`src/rtl/uvs_pkg.sv`:
```
// Shared types, constants and tables of the UV sphere mesh generator.
// No dependencies.
package uvs_pkg;
	localparam int CntW  = 9;
	localparam int FldW  = 17;
	localparam int CorW  = 20;
	localparam int ZW    = 18;
	localparam int QuoW  = 25;
	localparam int TrigBits = 16;
	localparam logic [CorW-1:0] CordicInit = 20'd39796;

	localparam logic [2:0] PH_TOP  = 3'd0;
	localparam logic [2:0] PH_RING = 3'd1;
	localparam logic [2:0] PH_BOT  = 3'd2;
	localparam logic [2:0] PH_TCAP = 3'd3;
	localparam logic [2:0] PH_QUAD = 3'd4;
	localparam logic [2:0] PH_BCAP = 3'd5;

	localparam logic [1:0] REG_SLICE  = 2'd0;
	localparam logic [1:0] REG_STACK  = 2'd1;
	localparam logic [1:0] REG_RADIUS = 2'd2;
	localparam logic [1:0] REG_CCW    = 2'd3;

	typedef struct packed {
		logic restart;
	} item_t;

	typedef struct packed {
		logic [CntW-1:0] slice_count;
		logic [CntW-1:0] stack_count;
		logic [15:0]     radius;
		logic            ccw_winding;
	} cfg_t;

	function automatic logic [ZW-1:0] atan_step(input logic [3:0] k);
		logic [ZW-1:0] v;
		case (k)
			4'd0: v = 18'h02000;
			4'd1: v = 18'h012E4;
			4'd2: v = 18'h009FB;
			4'd3: v = 18'h00511;
			4'd4: v = 18'h0028B;
			4'd5: v = 18'h00145;
			4'd6: v = 18'h000A2;
			4'd7: v = 18'h00051;
			4'd8: v = 18'h00028;
			4'd9: v = 18'h00014;
			4'd10: v = 18'h0000A;
			4'd11: v = 18'h00005;
			4'd12: v = 18'h00002;
			4'd13: v = 18'h00001;
			default: v = '0;
		endcase
		return v;
	endfunction
endpackage

```
`src/rtl/uv_sphere_mesh_generator_unit.sv`:
```
// UV sphere mesh generator. Each request yields one result: all vertices first
// (top pole, ring vertices, bottom pole), then all triangles; restart begins again.
// A ring vertex runs through the shared bit-serial divider (2 x 25 steps), the
// shared 16-step CORDIC (run for both angles) and four passes through the one
// multiplier; a pole or triangle result uses none of these. Two requests
// may queue ahead of the generator. Results are held in an output register.
// Top level: APB registers, front queue and back end. Depends on uvs_pkg,
// uvs_front, uvs_back.
module uv_sphere_mesh_generator_unit (
	input  logic               clk,
	input  logic               arst_n,
	input  logic               psel,
	input  logic               penable,
	input  logic               pwrite,
	input  logic [3:0]         paddr,
	input  logic [31:0]        pwdata,
	output logic [31:0]        prdata,
	output logic               pready,
	input  logic               in_valid,
	output logic               in_stall,
	input  logic               restart,
	output logic               out_valid,
	input  logic               out_stall,
	output logic               is_vertex,
	output logic signed [16:0] pos_x,
	output logic signed [16:0] pos_y,
	output logic signed [16:0] pos_z,
	output logic [16:0]        tex_u,
	output logic [16:0]        tex_v,
	output logic [16:0]        corner_a,
	output logic [16:0]        corner_b,
	output logic [16:0]        corner_c,
	output logic               last_item
);
	uvs_pkg::cfg_t  cfg_q;
	uvs_pkg::item_t q_item;
	logic           q_valid, q_pop;
	logic           wr_en;

	assign pready = 1'b1;
	assign wr_en  = psel && penable && pwrite && pready;

	always_ff @(posedge clk or negedge arst_n) begin
		if (!arst_n) begin
			cfg_q.slice_count <= 9'd10;
			cfg_q.stack_count <= 9'd10;
			cfg_q.radius      <= 16'd256;
			cfg_q.ccw_winding <= 1'b1;
		end else if (wr_en) begin
			case (paddr[3:2])
				uvs_pkg::REG_SLICE:  cfg_q.slice_count <= pwdata[8:0];
				uvs_pkg::REG_STACK:  cfg_q.stack_count <= pwdata[8:0];
				uvs_pkg::REG_RADIUS: cfg_q.radius      <= pwdata[15:0];
				uvs_pkg::REG_CCW:    cfg_q.ccw_winding <= pwdata[0];
				default: begin
				end
			endcase
		end
	end

	always_comb begin
		case (paddr[3:2])
			uvs_pkg::REG_SLICE:  prdata = {23'd0, cfg_q.slice_count};
			uvs_pkg::REG_STACK:  prdata = {23'd0, cfg_q.stack_count};
			uvs_pkg::REG_RADIUS: prdata = {16'd0, cfg_q.radius};
			uvs_pkg::REG_CCW:    prdata = {31'd0, cfg_q.ccw_winding};
			default:             prdata = '0;
		endcase
	end

	uvs_front u_front (
		.clk      (clk),
		.arst_n   (arst_n),
		.in_valid (in_valid),
		.in_stall (in_stall),
		.restart  (restart),
		.q_valid  (q_valid),
		.q_item   (q_item),
		.q_pop    (q_pop)
	);

	uvs_back u_back (
		.clk       (clk),
		.arst_n    (arst_n),
		.cfg       (cfg_q),
		.q_valid   (q_valid),
		.q_item    (q_item),
		.q_pop     (q_pop),
		.out_valid (out_valid),
		.out_stall (out_stall),
		.is_vertex (is_vertex),
		.pos_x     (pos_x),
		.pos_y     (pos_y),
		.pos_z     (pos_z),
		.tex_u     (tex_u),
		.tex_v     (tex_v),
		.corner_a  (corner_a),
		.corner_b  (corner_b),
		.corner_c  (corner_c),
		.last_item (last_item)
	);
endmodule

```
`src/rtl/uvs_front.sv`:
```
// Front end: accepts requests into a two-entry queue for the back end.
// Depends on uvs_pkg.
module uvs_front (
	input  logic          clk,
	input  logic          arst_n,
	input  logic          in_valid,
	output logic          in_stall,
	input  logic          restart,
	output logic          q_valid,
	output uvs_pkg::item_t q_item,
	input  logic          q_pop
);
	uvs_pkg::item_t mem_q [2];
	logic           wp_q, rp_q;
	logic [1:0]     cnt_q;
	logic           push;

	assign in_stall = (cnt_q == 2'd2);
	assign push     = in_valid && !in_stall;
	assign q_valid  = (cnt_q != 2'd0);
	assign q_item   = mem_q[rp_q];

	always_ff @(posedge clk) begin
		if (push) begin
			mem_q[wp_q].restart <= restart;
		end
	end

	always_ff @(posedge clk or negedge arst_n) begin
		if (!arst_n) begin
			wp_q  <= 1'b0;
			rp_q  <= 1'b0;
			cnt_q <= 2'd0;
		end else begin
			if (push) begin
				wp_q <= !wp_q;
			end
			if (q_pop) begin
				rp_q <= !rp_q;
			end
			cnt_q <= cnt_q + {1'b0, push} - {1'b0, q_pop};
		end
	end
endmodule

```
`src/rtl/uvs_back.sv`:
```
// Back end: walks the mesh, runs the divider, CORDIC and multiplier for ring vertices.
// Depends on uvs_pkg.
module uvs_back (
	input  logic                  clk,
	input  logic                  arst_n,
	input  uvs_pkg::cfg_t         cfg,
	input  logic                  q_valid,
	input  uvs_pkg::item_t        q_item,
	output logic                  q_pop,
	output logic                  out_valid,
	input  logic                  out_stall,
	output logic                  is_vertex,
	output logic signed [16:0]    pos_x,
	output logic signed [16:0]    pos_y,
	output logic signed [16:0]    pos_z,
	output logic [16:0]           tex_u,
	output logic [16:0]           tex_v,
	output logic [16:0]           corner_a,
	output logic [16:0]           corner_b,
	output logic [16:0]           corner_c,
	output logic                  last_item
);
	localparam logic [2:0] S_IDLE = 3'd0;
	localparam logic [2:0] S_DIVU = 3'd1;
	localparam logic [2:0] S_DIVV = 3'd2;
	localparam logic [2:0] S_CORT = 3'd3;
	localparam logic [2:0] S_CORP = 3'd4;
	localparam logic [2:0] S_MUL  = 3'd5;
	localparam logic [2:0] S_DONE = 3'd6;

	logic [2:0]  state_q;
	logic [2:0]  phase_q;
	logic [8:0]  ring_q, col_q;
	logic        half_q;

	logic [8:0]  sl, st;
	logic [9:0]  rv;
	logic [16:0] s_idx, bb_idx;

	logic [2:0]  ep;
	logic [8:0]  er, ec;
	logic        eh;
	logic [2:0]  n_phase;
	logic [9:0]  n_ring, n_col;
	logic        n_half;
	logic [16:0] ta, tb, tc, qa, qb, ba;
	logic        t_last;

	logic [8:0]  wi_q, wsl_q, wst_q;
	logic [15:0] wr_q;

	logic [24:0] dnum_q, dquo_q;
	logic [8:0]  drem_q;
	logic [4:0]  dcnt_q;
	logic [8:0]  divisor;
	logic [9:0]  rem_sh;
	logic        rem_ge;
	logic [24:0] quo_nx;
	logic [15:0] th_q, phi_q;

	logic signed [19:0] CordicInitS;
	logic signed [19:0] cx_q, cy_q;
	logic signed [17:0] cz_q;
	logic [1:0]  cq_q;
	logic [3:0]  ck_q;
	logic signed [19:0] sx, sy;
	logic signed [19:0] cx_nx, cy_nx;
	logic signed [17:0] cz_nx;
	logic signed [19:0] cos_o, sin_o;
	logic signed [19:0] sin_t_q, cos_t_q, sin_p_q, cos_p_q;

	logic [1:0]  mcnt_q;
	logic signed [19:0] ma, mb;
	logic signed [39:0] prod;
	logic signed [39:0] prod_r;
	logic signed [23:0] rm;
	logic signed [23:0] rs_q, px_q, py_q, pz_q;

	logic        r_vert_q, r_last_q;
	logic signed [16:0] r_x_q, r_y_q, r_z_q;
	logic [16:0] r_u_q, r_v_q, r_a_q, r_b_q, r_c_q;

	logic        ov_q, o_vert_q, o_last_q;
	logic signed [16:0] o_x_q, o_y_q, o_z_q;
	logic [16:0] o_u_q, o_v_q, o_a_q, o_b_q, o_c_q;
	logic        out_free;

	function automatic logic signed [16:0] sat17(input logic signed [23:0] v);
		if (v > 24'sd65535) begin
			return 17'sd65535;
		end else if (v < -24'sd65535) begin
			return -17'sd65535;
		end
		return v[16:0];
	endfunction

	function automatic logic [16:0] satu(input logic [24:0] v);
		if (v > 25'd65536) begin
			return 17'd65536;
		end
		return v[16:0];
	endfunction

	assign CordicInitS = $signed(uvs_pkg::CordicInit);

	always_comb begin
		sl = cfg.slice_count;
		if (sl < 9'd3) begin
			sl = 9'd3;
		end else if (sl > 9'd256) begin
			sl = 9'd256;
		end
		st = cfg.stack_count;
		if (st < 9'd2) begin
			st = 9'd2;
		end else if (st > 9'd256) begin
			st = 9'd256;
		end
	end

	assign rv     = {1'b0, sl} + 10'd1;
	assign s_idx  = 17'(19'((st - 9'd1) * rv) + 19'd1);
	assign bb_idx = s_idx - {7'd0, rv};

	always_comb begin
		if (q_item.restart || phase_q > uvs_pkg::PH_BCAP) begin
			ep = uvs_pkg::PH_TOP;
		end else begin
			ep = phase_q;
		end
		er = q_item.restart ? 9'd0 : ring_q;
		ec = q_item.restart ? 9'd0 : col_q;
		eh = q_item.restart ? 1'b0 : half_q;
		n_phase = ep;
		n_ring  = {1'b0, er};
		n_col   = {1'b0, ec};
		n_half  = eh;
		t_last  = 1'b0;
		qa = 17'(19'(er * rv) + 19'(ec) + 19'd1);
		qb = qa + {7'd0, rv};
		ba = bb_idx + {8'd0, ec};
		ta = '0;
		tb = '0;
		tc = '0;
		case (ep)
			uvs_pkg::PH_TOP: begin
				n_phase = uvs_pkg::PH_RING;
				n_ring  = 10'd1;
				n_col   = 10'd0;
				n_half  = 1'b0;
			end
			uvs_pkg::PH_RING: begin
				n_col = {1'b0, ec} + 10'd1;
				if (n_col > {1'b0, sl}) begin
					n_col  = 10'd0;
					n_ring = {1'b0, er} + 10'd1;
				end
				if (n_ring >= {1'b0, st}) begin
					n_phase = uvs_pkg::PH_BOT;
					n_ring  = 10'd0;
					n_col   = 10'd0;
				end
			end
			uvs_pkg::PH_BOT: begin
				n_phase = uvs_pkg::PH_TCAP;
				n_ring  = 10'd0;
				n_col   = 10'd0;
			end
			uvs_pkg::PH_TCAP: begin
				ta = '0;
				tb = cfg.ccw_winding ? {8'd0, ec} + 17'd1 : {8'd0, ec} + 17'd2;
				tc = cfg.ccw_winding ? {8'd0, ec} + 17'd2 : {8'd0, ec} + 17'd1;
				n_col = {1'b0, ec} + 10'd1;
				if (n_col >= {1'b0, sl}) begin
					n_col   = 10'd0;
					n_ring  = 10'd0;
					n_half  = 1'b0;
					n_phase = (st > 9'd2) ? uvs_pkg::PH_QUAD : uvs_pkg::PH_BCAP;
				end
			end
			uvs_pkg::PH_QUAD: begin
				if (!eh) begin
					ta = qa;
					tb = cfg.ccw_winding ? qb : qa + 17'd1;
					tc = cfg.ccw_winding ? qa + 17'd1 : qb;
					n_half = 1'b1;
				end else begin
					ta = qb;
					tb = cfg.ccw_winding ? qb + 17'd1 : qa + 17'd1;
					tc = cfg.ccw_winding ? qa + 17'd1 : qb + 17'd1;
					n_half = 1'b0;
					n_col  = {1'b0, ec} + 10'd1;
					if (n_col >= {1'b0, sl}) begin
						n_col  = 10'd0;
						n_ring = {1'b0, er} + 10'd1;
					end
				end
				if (n_ring >= {1'b0, st} - 10'd2) begin
					n_phase = uvs_pkg::PH_BCAP;
					n_ring  = 10'd0;
					n_col   = 10'd0;
					n_half  = 1'b0;
				end
			end
			default: begin
				t_last = ({1'b0, ec} + 10'd1) >= {1'b0, sl};
				ta = s_idx;
				tb = cfg.ccw_winding ? ba + 17'd1 : ba;
				tc = cfg.ccw_winding ? ba : ba + 17'd1;
				n_col = {1'b0, ec} + 10'd1;
				if (t_last) begin
					n_phase = uvs_pkg::PH_TOP;
					n_ring  = 10'd0;
					n_col   = 10'd0;
					n_half  = 1'b0;
				end
			end
		endcase
	end

	assign q_pop = (state_q == S_IDLE) && q_valid;

	assign divisor = (state_q == S_DIVU) ? wsl_q : wst_q;
	assign rem_sh  = {drem_q, dnum_q[24]};
	assign rem_ge  = rem_sh >= {1'b0, divisor};
	assign quo_nx  = {dquo_q[23:0], rem_ge};

	assign sx = cx_q >>> ck_q;
	assign sy = cy_q >>> ck_q;
	always_comb begin
		if (!cz_q[17]) begin
			cx_nx = cx_q - sy;
			cy_nx = cy_q + sx;
			cz_nx = cz_q - $signed(uvs_pkg::atan_step(ck_q));
		end else begin
			cx_nx = cx_q + sy;
			cy_nx = cy_q - sx;
			cz_nx = cz_q + $signed(uvs_pkg::atan_step(ck_q));
		end
	end

	always_comb begin
		case (cq_q)
			2'd0: begin cos_o = cx_nx;  sin_o = cy_nx;  end
			2'd1: begin cos_o = -cy_nx; sin_o = cx_nx;  end
			2'd2: begin cos_o = -cx_nx; sin_o = -cy_nx; end
			default: begin cos_o = cy_nx; sin_o = -cx_nx; end
		endcase
	end

	always_comb begin
		case (mcnt_q)
			2'd0: begin ma = {4'd0, wr_q}; mb = sin_p_q; end
			2'd1: begin ma = {4'd0, wr_q}; mb = cos_p_q; end
			2'd2: begin ma = rs_q[19:0];   mb = cos_t_q; end
			default: begin ma = rs_q[19:0]; mb = sin_t_q; end
		endcase
	end
	assign prod   = ma * mb;
	assign prod_r = prod + 40'sd32768;
	assign rm     = prod_r[39:16];

	assign out_free = !ov_q || !out_stall;

	always_ff @(posedge clk) begin
		case (state_q)
			S_IDLE: begin
				if (q_valid) begin
					wi_q  <= er;
					wsl_q <= sl;
					wst_q <= st;
					wr_q  <= cfg.radius;
					dnum_q <= {ec, 16'd0};
					drem_q <= '0;
					dquo_q <= '0;
					dcnt_q <= '0;
					r_vert_q <= (ep <= uvs_pkg::PH_BOT);
					r_last_q <= t_last;
					r_x_q <= '0;
					r_z_q <= '0;
					r_u_q <= '0;
					r_v_q <= (ep == uvs_pkg::PH_BOT) ? 17'd65536 : 17'd0;
					r_y_q <= (ep == uvs_pkg::PH_TOP) ? $signed({1'b0, cfg.radius}) :
					         (ep == uvs_pkg::PH_BOT) ? -$signed({1'b0, cfg.radius}) : 17'sd0;
					r_a_q <= ta;
					r_b_q <= tb;
					r_c_q <= tc;
				end
			end
			S_DIVU, S_DIVV: begin
				drem_q <= rem_ge ? 9'(rem_sh - {1'b0, divisor}) : rem_sh[8:0];
				dquo_q <= quo_nx;
				dnum_q <= {dnum_q[23:0], 1'b0};
				dcnt_q <= dcnt_q + 5'd1;
				if (dcnt_q == 5'd24) begin
					dcnt_q <= '0;
					drem_q <= '0;
					dquo_q <= '0;
					if (state_q == S_DIVU) begin
						th_q   <= quo_nx[15:0];
						r_u_q  <= satu(quo_nx);
						dnum_q <= {wi_q, 16'd0};
					end else begin
						phi_q <= quo_nx[16:1];
						r_v_q <= satu(quo_nx);
						cx_q  <= CordicInitS;
						cy_q  <= '0;
						cz_q  <= {4'd0, th_q[13:0]};
						cq_q  <= th_q[15:14];
						ck_q  <= '0;
					end
				end
			end
			S_CORT, S_CORP: begin
				cx_q <= cx_nx;
				cy_q <= cy_nx;
				cz_q <= cz_nx;
				ck_q <= ck_q + 4'd1;
				if (ck_q == 4'd15) begin
					cx_q <= CordicInitS;
					cy_q <= '0;
					cz_q <= {4'd0, phi_q[13:0]};
					cq_q <= phi_q[15:14];
					ck_q <= '0;
				end
			end
			S_MUL: begin
				case (mcnt_q)
					2'd0: rs_q <= rm;
					2'd1: py_q <= rm;
					2'd2: px_q <= rm;
					default: pz_q <= rm;
				endcase
				mcnt_q <= mcnt_q + 2'd1;
				if (mcnt_q == 2'd3) begin
					r_x_q <= sat17(px_q);
					r_y_q <= sat17(py_q);
					r_z_q <= sat17(rm);
				end
			end
			default: begin
			end
		endcase
		if (state_q == S_CORT && ck_q == 4'd15) begin
			sin_t_q <= sin_o;
			cos_t_q <= cos_o;
		end
		if (state_q == S_CORP && ck_q == 4'd15) begin
			sin_p_q <= sin_o;
			cos_p_q <= cos_o;
			mcnt_q  <= '0;
		end
	end

	always_ff @(posedge clk or negedge arst_n) begin
		if (!arst_n) begin
			state_q <= S_IDLE;
			phase_q <= uvs_pkg::PH_TOP;
			ring_q  <= '0;
			col_q   <= '0;
			half_q  <= 1'b0;
		end else begin
			case (state_q)
				S_IDLE: begin
					if (q_valid) begin
						phase_q <= n_phase;
						ring_q  <= n_ring[8:0];
						col_q   <= n_col[8:0];
						half_q  <= n_half;
						state_q <= (ep == uvs_pkg::PH_RING) ? S_DIVU : S_DONE;
					end
				end
				S_DIVU: if (dcnt_q == 5'd24) state_q <= S_DIVV;
				S_DIVV: if (dcnt_q == 5'd24) state_q <= S_CORT;
				S_CORT: if (ck_q == 4'd15) state_q <= S_CORP;
				S_CORP: if (ck_q == 4'd15) state_q <= S_MUL;
				S_MUL:  if (mcnt_q == 2'd3) state_q <= S_DONE;
				S_DONE: if (out_free) state_q <= S_IDLE;
				default: state_q <= S_IDLE;
			endcase
		end
	end

	always_ff @(posedge clk) begin
		if (state_q == S_DONE && out_free) begin
			o_vert_q <= r_vert_q;
			o_x_q    <= r_vert_q ? r_x_q : 17'sd0;
			o_y_q    <= r_vert_q ? r_y_q : 17'sd0;
			o_z_q    <= r_vert_q ? r_z_q : 17'sd0;
			o_u_q    <= r_vert_q ? r_u_q : 17'd0;
			o_v_q    <= r_vert_q ? r_v_q : 17'd0;
			o_a_q    <= r_vert_q ? 17'd0 : r_a_q;
			o_b_q    <= r_vert_q ? 17'd0 : r_b_q;
			o_c_q    <= r_vert_q ? 17'd0 : r_c_q;
			o_last_q <= r_vert_q ? 1'b0 : r_last_q;
		end
	end

	always_ff @(posedge clk or negedge arst_n) begin
		if (!arst_n) begin
			ov_q <= 1'b0;
		end else if (state_q == S_DONE && out_free) begin
			ov_q <= 1'b1;
		end else if (!out_stall) begin
			ov_q <= 1'b0;
		end
	end

	assign out_valid = ov_q;
	assign is_vertex = o_vert_q;
	assign pos_x     = o_x_q;
	assign pos_y     = o_y_q;
	assign pos_z     = o_z_q;
	assign tex_u     = o_u_q;
	assign tex_v     = o_v_q;
	assign corner_a  = o_a_q;
	assign corner_b  = o_b_q;
	assign corner_c  = o_c_q;
	assign last_item = o_last_q;
endmodule

```
`config.mk`:
```
export PLATFORM = sky130hd
export DESIGN_NAME = uv_sphere_mesh_generator_unit
export DESIGN_NICKNAME = d
export VERILOG_FILES = /design/src/rtl/uvs_pkg.sv /design/src/rtl/uv_sphere_mesh_generator_unit.sv /design/src/rtl/uvs_front.sv /design/src/rtl/uvs_back.sv
export SDC_FILE = /design/constraint.sdc
export NUM_CORES = 2
export LEC_CHECK = 0
export BUFFER_PORTS_ARGS = -buffer_cell sky130_fd_sc_hd__clkbuf_2
export CAP_MARGIN = 10
export CORE_MARGIN = 1
export CORE_UTILIZATION = 55
export DETAILED_ROUTE_END_ITERATION = 8
export HOLD_SLACK_MARGIN = 0.02
export PLACE_DENSITY = 0.77
export SLEW_MARGIN = 0
export SYNTH_ARGS = -nofsm -noshare
export SYNTH_HDL_FRONTEND = slang
export SYNTH_HIERARCHICAL = 1
export SYNTH_SLANG_ARGS = --single-unit
export TNS_END_PERCENT = 100
```
`constraint.sdc`:
```
create_clock -name clk -period 10.1 [get_ports clk]
set_clock_uncertainty 0.15 [all_clocks]
set_input_delay 2.02 -clock clk [delete_from_list [all_inputs] [get_ports clk]]
set_output_delay 2.02 -clock clk [all_outputs]
set_load 0.03 [all_outputs]
```
==> results.json <==
{
  "dr_total_vias": 47670,
  "cts.clk_slew.worst_paths_ns": 0.06,
  "startpoint_type": "flip-flop",
  "ctsHoldBuffers": 0,
  "synth_edf_count": 612,
  "crit_slowest_cell": "or4_1",
  "pre_cts_slack_ns": 0.2161,
  "path_class": "reg2reg",
  "wl_per_cell_um": 20.98,
  "relSlewSlack_pct": 14.48,
  "grt.total_usage_pct": 29.69,
  "synth-seq-area-share_pct": 32.77,
  "dr.first_iter.drc_count": 4754,
  "worst_ep_arrival_time_ns": 10.02,
  "totalWireLength_um": 166900,
  "netlist.top_cell.by_area": "edfxtp_1",
  "worst_setup_path_end_kind": "flip-flop",
  "dieArea_um2": 114200,
  "dp_hpwl_um": 128900,
  "finalSetupViolCount": 0,
  "drive_above_1_share_pct": 11.16,
  "hp-class": "reg2reg",
  "grt_overflow": 0,
  "path_common_cell": "inv_1",
  "synth_commonest_cells": "811 x inv_1, 652 x nor2_1, 612 x edfxtp_1",
  "async_flop_share_pct": 9.380,
  "min_path_cells": 1,
  "grt_pass1_wl_um": 262000,
  "num-fill-cells": 9026,
  "totalNegativeSetupSlack_ns": 0,
  "routed_via_density": 5.994,
  "synth_cell_type_count": 113,
  "h-tree-depth": 3,
  "syn-instance-count": 6231,
  "fmax_ghz": 0.1021,
  "finalWorstSetupSlack_ns": 0.3067,
  "r2r_cells": 36,
  "cp_max_fo": 4,
  "grt_start_max_net_pins": 105,
  "synthFlopType": "edfxtp_1",
  "yosysWarnings": 6,
  "port_buffers": 181,
  "num_rows": 122,
  "fin_crit_ns": 9.793,
  "ant_nets": 0,
  "drv_slew": 0,
  "avgSynthCellArea_um2": 9.958,
  "rsz0062_at_grt": "no",
  "synth_top_area_share_pct": 29.62,
  "numCtsBuffers": 75,
  "cts_sinks": 693,
  "fp.coreArea_um2": 111300,
  "syn-cell-area_um2": 62050,
  "route.detailed.drc": 0,
  "yosysMostFrequentCell": "inv_1",
  "synthTopCellsByArea": "edfxtp_1 30%, fa_1 18%, ha_1 7.0%",
  "required_ns": 10.33,
  "gp_congestion": 0.9754,
  "outcome": "completed",
  "area_growth_pct": 9.193,
  "num_io_pins": 217,
  "cts_max_path_buffers": 3,
  "fp.dieH_um": 337.9,
  "finalCritPeriodShare_pct": 96.96,
  "worstSkewPairLatency_ns": 0.68,
  "cts_tree": "yes",
  "antenna_found_initial": 9,
  "cpPeakStageDelay_ns": 0.57,
  "die_w_um": 337.9,
  "first_pass_iters": 6,
  "drv_cap": 0,
  "cts_root_buf": "clkbuf_16",
  "start_util_pct": 55.76,
  "ys_ff_latch": 693,
  "finalHoldViolCount": 0,
  "worstMarginPinSlew_ns": 1.269,
  "grt_pass1_vias": 47730,
  "final_nets": 7348
}
-- worst paths after layout --
check | startpoint | end | slack (ns)
min | u_front/rp_q$_DFFE_PN0P_ | u_front/rp_q$_DFFE_PN0P_ | 0.34
max in group asynchronous | arst_n | u_back/ring_q[4]$_DFFE_PN0P_ | 7.85
max | cfg_q[32]$_DFFE_PN0P_ | u_back/r_b_q[16]$_DFFE_PP_ | 0.31
max reg2reg | cfg_q[32]$_DFFE_PN0P_ | u_back/r_b_q[16]$_DFFE_PP_ | 0.31
min in group asynchronous | arst_n | cfg_q[15]$_DFFE_PN0P_ | 1.29
min reg2reg | u_front/rp_q$_DFFE_PN0P_ | u_front/rp_q$_DFFE_PN0P_ | 0.34
-- routing by layer --
layer  up-vias  share of wire, %  track usage (%)
li1      21470                 -                -
met5         -             0.030                0
met2      2147                47            47.78
met3       417               8.3            4.262
met4         8               5.4            15.24
met1     23630                39            39.23
-- registers in the layout (all words and copies together) (netlist names), 18 cells and up, named ones only --
name,cells
u_back/sin_t_q,20
u_back/rs_q,20
u_back/cy_q,20
u_back/dquo_q,24
u_back/px_q,24
u_back/sin_p_q,20
u_back/cos_t_q,20
u_back/cz_q,18
u_back/py_q,24
cfg_q,35
u_back/cos_p_q,20
u_back/cx_q,20
-- critical path: cells and delay by family, from the launching register on --
kind | cells | cell delay, ns
adders and majority gates | 9 | 3.64
and+or+nand+nor | 13 | 2.99
AOI/OAI and AO/OA | 6 | 1.60
DFF | 1 | 0.46
buffers and inverters | 6 | 0.37
xor gates and xnor gates | 2 | 0.33
-- what timing repair did --
| item | CTS | global route |
|---|---|---|
| setup endpoints to repair | 0 | 24 |
| resized for setup | 0 | 26 |
| setup buffers | 0 | 3 |
-- cells in the final DEF, fill, tap and decap left out, types with 23 or more instances in the layout --
cell,n
xor2_1,110
nand2b_1,67
buf_4,163
o21bai_1,24
nor4_1,35
nand2_1,535
and2_1,204
nand4_1,43
inv_1,807
nor2_1,648
o22ai_1,46
conb_1,34
edfxtp_1,612
ha_1,345
or2_2,27
fa_1,558
o211ai_1,35
xnor2_1,206
nand3_1,86
o21a_1,39
a21oi_1,249
o21ai_0,175
mux2_2,74
clkbuf_16,77
a31oi_1,45
a21o_1,66
clkinv_1,23
or3_1,24
nor2b_1,95
a211oi_1,35
mux2i_1,90
clkbuf_2,180
dfrtp_1,59
nor3_1,92
mux4_2,54
and3_1,42
-- final cells by class --
class                      count  area (µm²)  share of cell area (%)
clock inverter                43       436.7                  0.6445
antenna                        5       12.51                 0.01847
multi-input combinational   4456       37760                   55.72
inverter                     823        3095                   4.569
timing repair buffer         349        2252                   3.324
clock buffer                  96        2008                   2.964
tap                         1488        1862                   2.748
sequential                   693       20330                   30.01
-- cell families after synthesis --
logic type	Yosys count	share of synthesized area, %
xor+xnor	323	4.559
buf+inv	1112	6.940
fa+ha+maj	906	25.02
simple gates	1991	15.27
mux	219	4.779
flops	693	32.77
compound gates	983	10.64
other cells	4	0.02419
-- through the flow --
step	utilization, %	hold slack, ns	cell area, µm²	std cells
global placement	58.47	0.3165	65070	7802
finish	60.89	0.3407	67760	7953
CTS	60.67	0.3346	67510	7941
global route	60.88	0.3691	67750	7950
floorplan	-	0.2959	62160	6261
detailed placement	58.47	0.3193	65070	7802
Power is left out: the tool's default activity adds up to more than one toggle a clock period on the data nets, which glitch-free logic cannot reach.
